$ cat src/rcpfa_pkg.sv
// ----------------------------------------------------------------------------
// rcpfa_pkg
// Shared types and constants of the reference-counted page frame allocator.
// ----------------------------------------------------------------------------
package rcpfa_pkg;

	localparam int ADDR_W     = 32;
	localparam int PCOUNT_W   = 11;
	localparam int STATUS_W   = 3;
	localparam int RCOUNT_W   = 16;
	localparam int OP_W       = 2;
	localparam int CFG_IDX_W  = 1;
	localparam int CFG_DATA_W = 32;
	localparam int S_DATA_W   = 32;
	localparam int M_DATA_W   = 56;

	localparam logic [PCOUNT_W-1:0] PAGE_COUNT_RESET = PCOUNT_W'(1024);

	typedef enum logic [OP_W-1:0] {
		OP_ALLOC   = 2'd0,
		OP_SHARE   = 2'd1,
		OP_RELEASE = 2'd2
	} op_t;

	typedef enum logic [STATUS_W-1:0] {
		ST_OK       = 3'd0,
		ST_EMPTY    = 3'd1,
		ST_BADADDR  = 3'd2,
		ST_NOTALLOC = 3'd3,
		ST_SAT      = 3'd4
	} status_t;

	typedef enum logic [CFG_IDX_W-1:0] {
		REG_BASE_ADDRESS = 1'd0,
		REG_PAGE_COUNT   = 1'd1
	} cfg_reg_t;

endpackage

$ cat src/rcpfa_addr_decode.sv
// ----------------------------------------------------------------------------
// rcpfa_addr_decode
// Turns a byte address into a page index and checks alignment and range.
// ----------------------------------------------------------------------------
module rcpfa_addr_decode #(
	parameter int MAX_PAGES  = 1024,
	parameter int PAGE_SHIFT = 12
) (
	input  logic [rcpfa_pkg::ADDR_W-1:0]   page_address,
	input  logic [rcpfa_pkg::ADDR_W-1:0]   base_address,
	input  logic [$clog2(MAX_PAGES):0]     pool_size,
	output logic [$clog2(MAX_PAGES)-1:0]   idx,
	output logic                           addr_ok
);

	logic [rcpfa_pkg::ADDR_W-1:0] offset;
	logic [rcpfa_pkg::ADDR_W-1:0] page_num;

	always_comb begin
		offset   = page_address - base_address;
		page_num = offset >> PAGE_SHIFT;
		idx      = page_num[$clog2(MAX_PAGES)-1:0];
		addr_ok  = (offset[PAGE_SHIFT-1:0] == '0) &&
			(page_num < rcpfa_pkg::ADDR_W'(pool_size));
	end

endmodule

$ cat config.mk
export PLATFORM = sky130hd
export DESIGN_NAME = rcpfa_addr_decode
export DESIGN_NICKNAME = d
export VERILOG_FILES = /design/src/rcpfa_pkg.sv /design/src/rcpfa_addr_decode.sv
export SDC_FILE = /design/constraint.sdc
export NUM_CORES = 1
export LEC_CHECK = 0
export BUFFER_PORTS_ARGS = -buffer_cell sky130_fd_sc_hd__buf_2
export CAP_MARGIN = 15
export CORE_UTILIZATION = 54
export DETAILED_ROUTE_END_ITERATION = 16
export GPL_TIMING_DRIVEN = 0
export PLACE_DENSITY = 0.92
export RECOVER_POWER = 25
export SLEW_MARGIN = 20
export SYNTH_ARGS = -nofsm -noshare
export SYNTH_HDL_FRONTEND = slang
export SYNTH_SLANG_ARGS = --single-unit
$ cat constraint.sdc
create_clock -name vclk -period 4.88
set_input_delay 0.244 -clock vclk [all_inputs]
set_output_delay 0.244 -clock vclk [all_outputs]
set_load 0.05 [all_outputs]
==> reports/qor.yml <==
crit_arrival_ps: 4560
wl_met3_um: 476
crit_buf_inv: 3
area_growth_pct: 31.45
min_path_type: "primary input to output pin"
routed_wl_mm: 6.982
drt_iter0_drc: 269
crit_required_ps: 4640
pin_count: 86
yosys_warnings: 0
yosysSeqAreaShare_pct: 0
final_layout_size_suffix_gt1_share_pct: 32.23
drtPass1Iterations: 5
maxSlewHeadroom_pct: 60.33
tightest_slew_ps: 597.6
leakage_nw: 1.635
wl_met2_mm: 3.425
seq_cells: 0
routabilityCongestion: 0.9689
grt_overflow: 0
fin_ws_ps: 75.77
antenna_left: 0
hpwl_mm: 5.509
worstHoldStart: "page_address[19]"
wl_per_cell_um: 13.83
io_buffers: 86
coreArea_mm2: 0.004354
fin_area_mm2: 0.003196
synth_area_mm2: 0.002431
hold_ws_ps: 1155
m1WireLength_mm: 2.899
rsz0062_at_grt: "true"
crit_type: "primary input to output pin"
dr.max_layer_used: "met4"
grt_pass1_vias: 2599
seq_area_um2: 0
hold_viol: 0
startpoint_type: "primary input"
yosys.cell_types.count: 61
antenna_cells_inserted: 0
cp-end-kind: "output pin"
track_usage_pct: 25.79
ctsHoldBuffers: 0
die_w_um: 69.10
placed_cell_area_mm2: 0.003035
die_area_mm2: 0.004774
cp_cell_sequence: "buf_2 > inv_2 > ha_4 > fa_2 > nand2b_4 > a21oi_2 > o211ai_1 > nand3_1 > a21o_1 > a21oi_4 > o21ai_1 > nand2b_1 > xnor2_1 > ha_1 > a2111oi_4 > nand4_1 > or3_4 > nor4_2 > nand4_1 > or4b_4 > nor4_4 > buf_6"
finalCritPeriodShare_pct: 98.45
initial_core_util_pct: 55.83
drcViolationCount: 0
status: "complete, no violations"
period_needed_ps: 4804
cellPowerDensity_mw_per_mm2: 161.7
slew_violations: 0
nets: 572
dr_total_vias: 2996
critical-path-top-delay-family: "simple AND/OR/NAND/NOR gates"
pre_cts_slack_ps: -276.0
antenna_found_initial: 0
avgSynthCellArea_um2: 6.772
peakVddDrop_mv: 0.07532
worst-path-max-fanout: 4
grt_max_degree: 11
crit_path_max_incr_delay_ps: 530
fmax_ghz: 0.2082
clock_buffers: 0
hold_depth: 4
cpMaxStageDelayCell: "or4b_4"
setup_viol: 0
viasPerCell: 5.933
syn_inst: 359
die_y_um: 69.10
hold_end: "idx[7]"
synth_nets: 476
worstSetupStartpoint: "page_address[0]"
fin_util_pct: 73.39
drv_cap: 0
rows: 24
path_common_cell: "nand4_1"
grt_first_pass_wirelength_mm: 10.74
==> kinds of logic after synthesis <==
kind of cell	after synthesis	synth area share (%)
AND/OR/NAND/NOR	109	23.78
adder cells (fa/ha/maj)	42	21.92
multiplexers	5	2.162
AO/OA/AOI/OAI	115	32.94
buffers and inverters	66	11.27
XOR/XNOR	22	7.926
==> per-layer routing <==
metal | up-vias | GRT usage, %
li1 | 1487 | -
met5 | - | 0
met2 | 145 | 48.98
met3 | 21 | 0.5848
met4 | 0 | 4.535
met1 | 1343 | 32.39
==> worst min-delay path: cells and delay by family <==
kind | cells | cell delay [ps]
XOR/XNOR | 1 | 130
adder cells (fa/ha/maj) | 1 | 250
buffers and inverters | 2 | 290
==> cells in the final DEF, fill, tap and decap left out, drive strengths merged, types with 10 or more instances in the layout <==
| master | count |
|---|---|
| buf | 104 |
| inv | 50 |
| ha | 41 |
| a21oi | 41 |
| nand2 | 29 |
| nor2 | 20 |
| o21ai | 17 |
| xnor2 | 14 |
| nand4 | 11 |
| a21o | 10 |
==> how the worst max path moves through the flow <==
stage / endpoint / slack [ps] / cells past startpoint
final: addr_ok / 80 / 22
after global routing: addr_ok / -90 / 22
after CTS: addr_ok / 20 / 22
after detailed placement: addr_ok / -280 / 20
after global placement: addr_ok / -180 / 20
after floorplan: addr_ok / 80 / 19
==> report_power, final <==
part | internal (mW) | switching, mW
clock | 0 | 0
sequential | 0 | 0
combinational | 0.205 | 0.311
total | 0.205 | 0.311
==> final cells by class <==
type               instances  area (µm²)
multi-input cells        293        2360
fillers                  336        1159
repair buffers            95       501.7
inverters                 50       187.7
plain buffers             15       81.33
well taps                 52       65.06
==> synthesized netlist by cell type, types with 4 or more instances <==
library cell | instances | area (µm²)
a21o_1 | 10 | 75.07
a21oi_1 | 38 | 190.2
and3_1 | 7 | 43.79
buf_2 | 9 | 45.04
clkbuf_1 | 4 | 15.01
ha_1 | 41 | 513.0
inv_1 | 50 | 187.7
nand2_1 | 29 | 108.9
nand2b_1 | 7 | 43.79
nand3_1 | 7 | 35.03
nand4_1 | 11 | 68.82
nor2_1 | 20 | 75.07
nor2b_1 | 5 | 31.28
nor3_1 | 7 | 35.03
o211ai_1 | 4 | 30.03
o21a_1 | 7 | 52.55
o21ai_0 | 12 | 60.06
o21ai_1 | 5 | 25.02
o22ai_1 | 4 | 25.02
xnor2_1 | 14 | 122.6
xor2_1 | 8 | 70.07
==> stage by stage <==
stage | TNS (ps) | total power [mW] | std cells
floorplan | 0 | 0.3652 | 359
CTS | 0 | 0.4897 | 500
detailed placement | -276.0 | 0.4756 | 497
global placement | -177.0 | 0.4639 | 497
global route | -91.47 | 0.5560 | 505
finish | 0 | 0.5166 | 505
==> timing repair <==
item                       CTS  global route
pin swaps                    5            17
cloned                       0             0
buffers inserted             3             6
setup endpoints to repair    1             1
gates resized for setup      7            12
No activity file was read; power rests on OpenSTA's default activity.
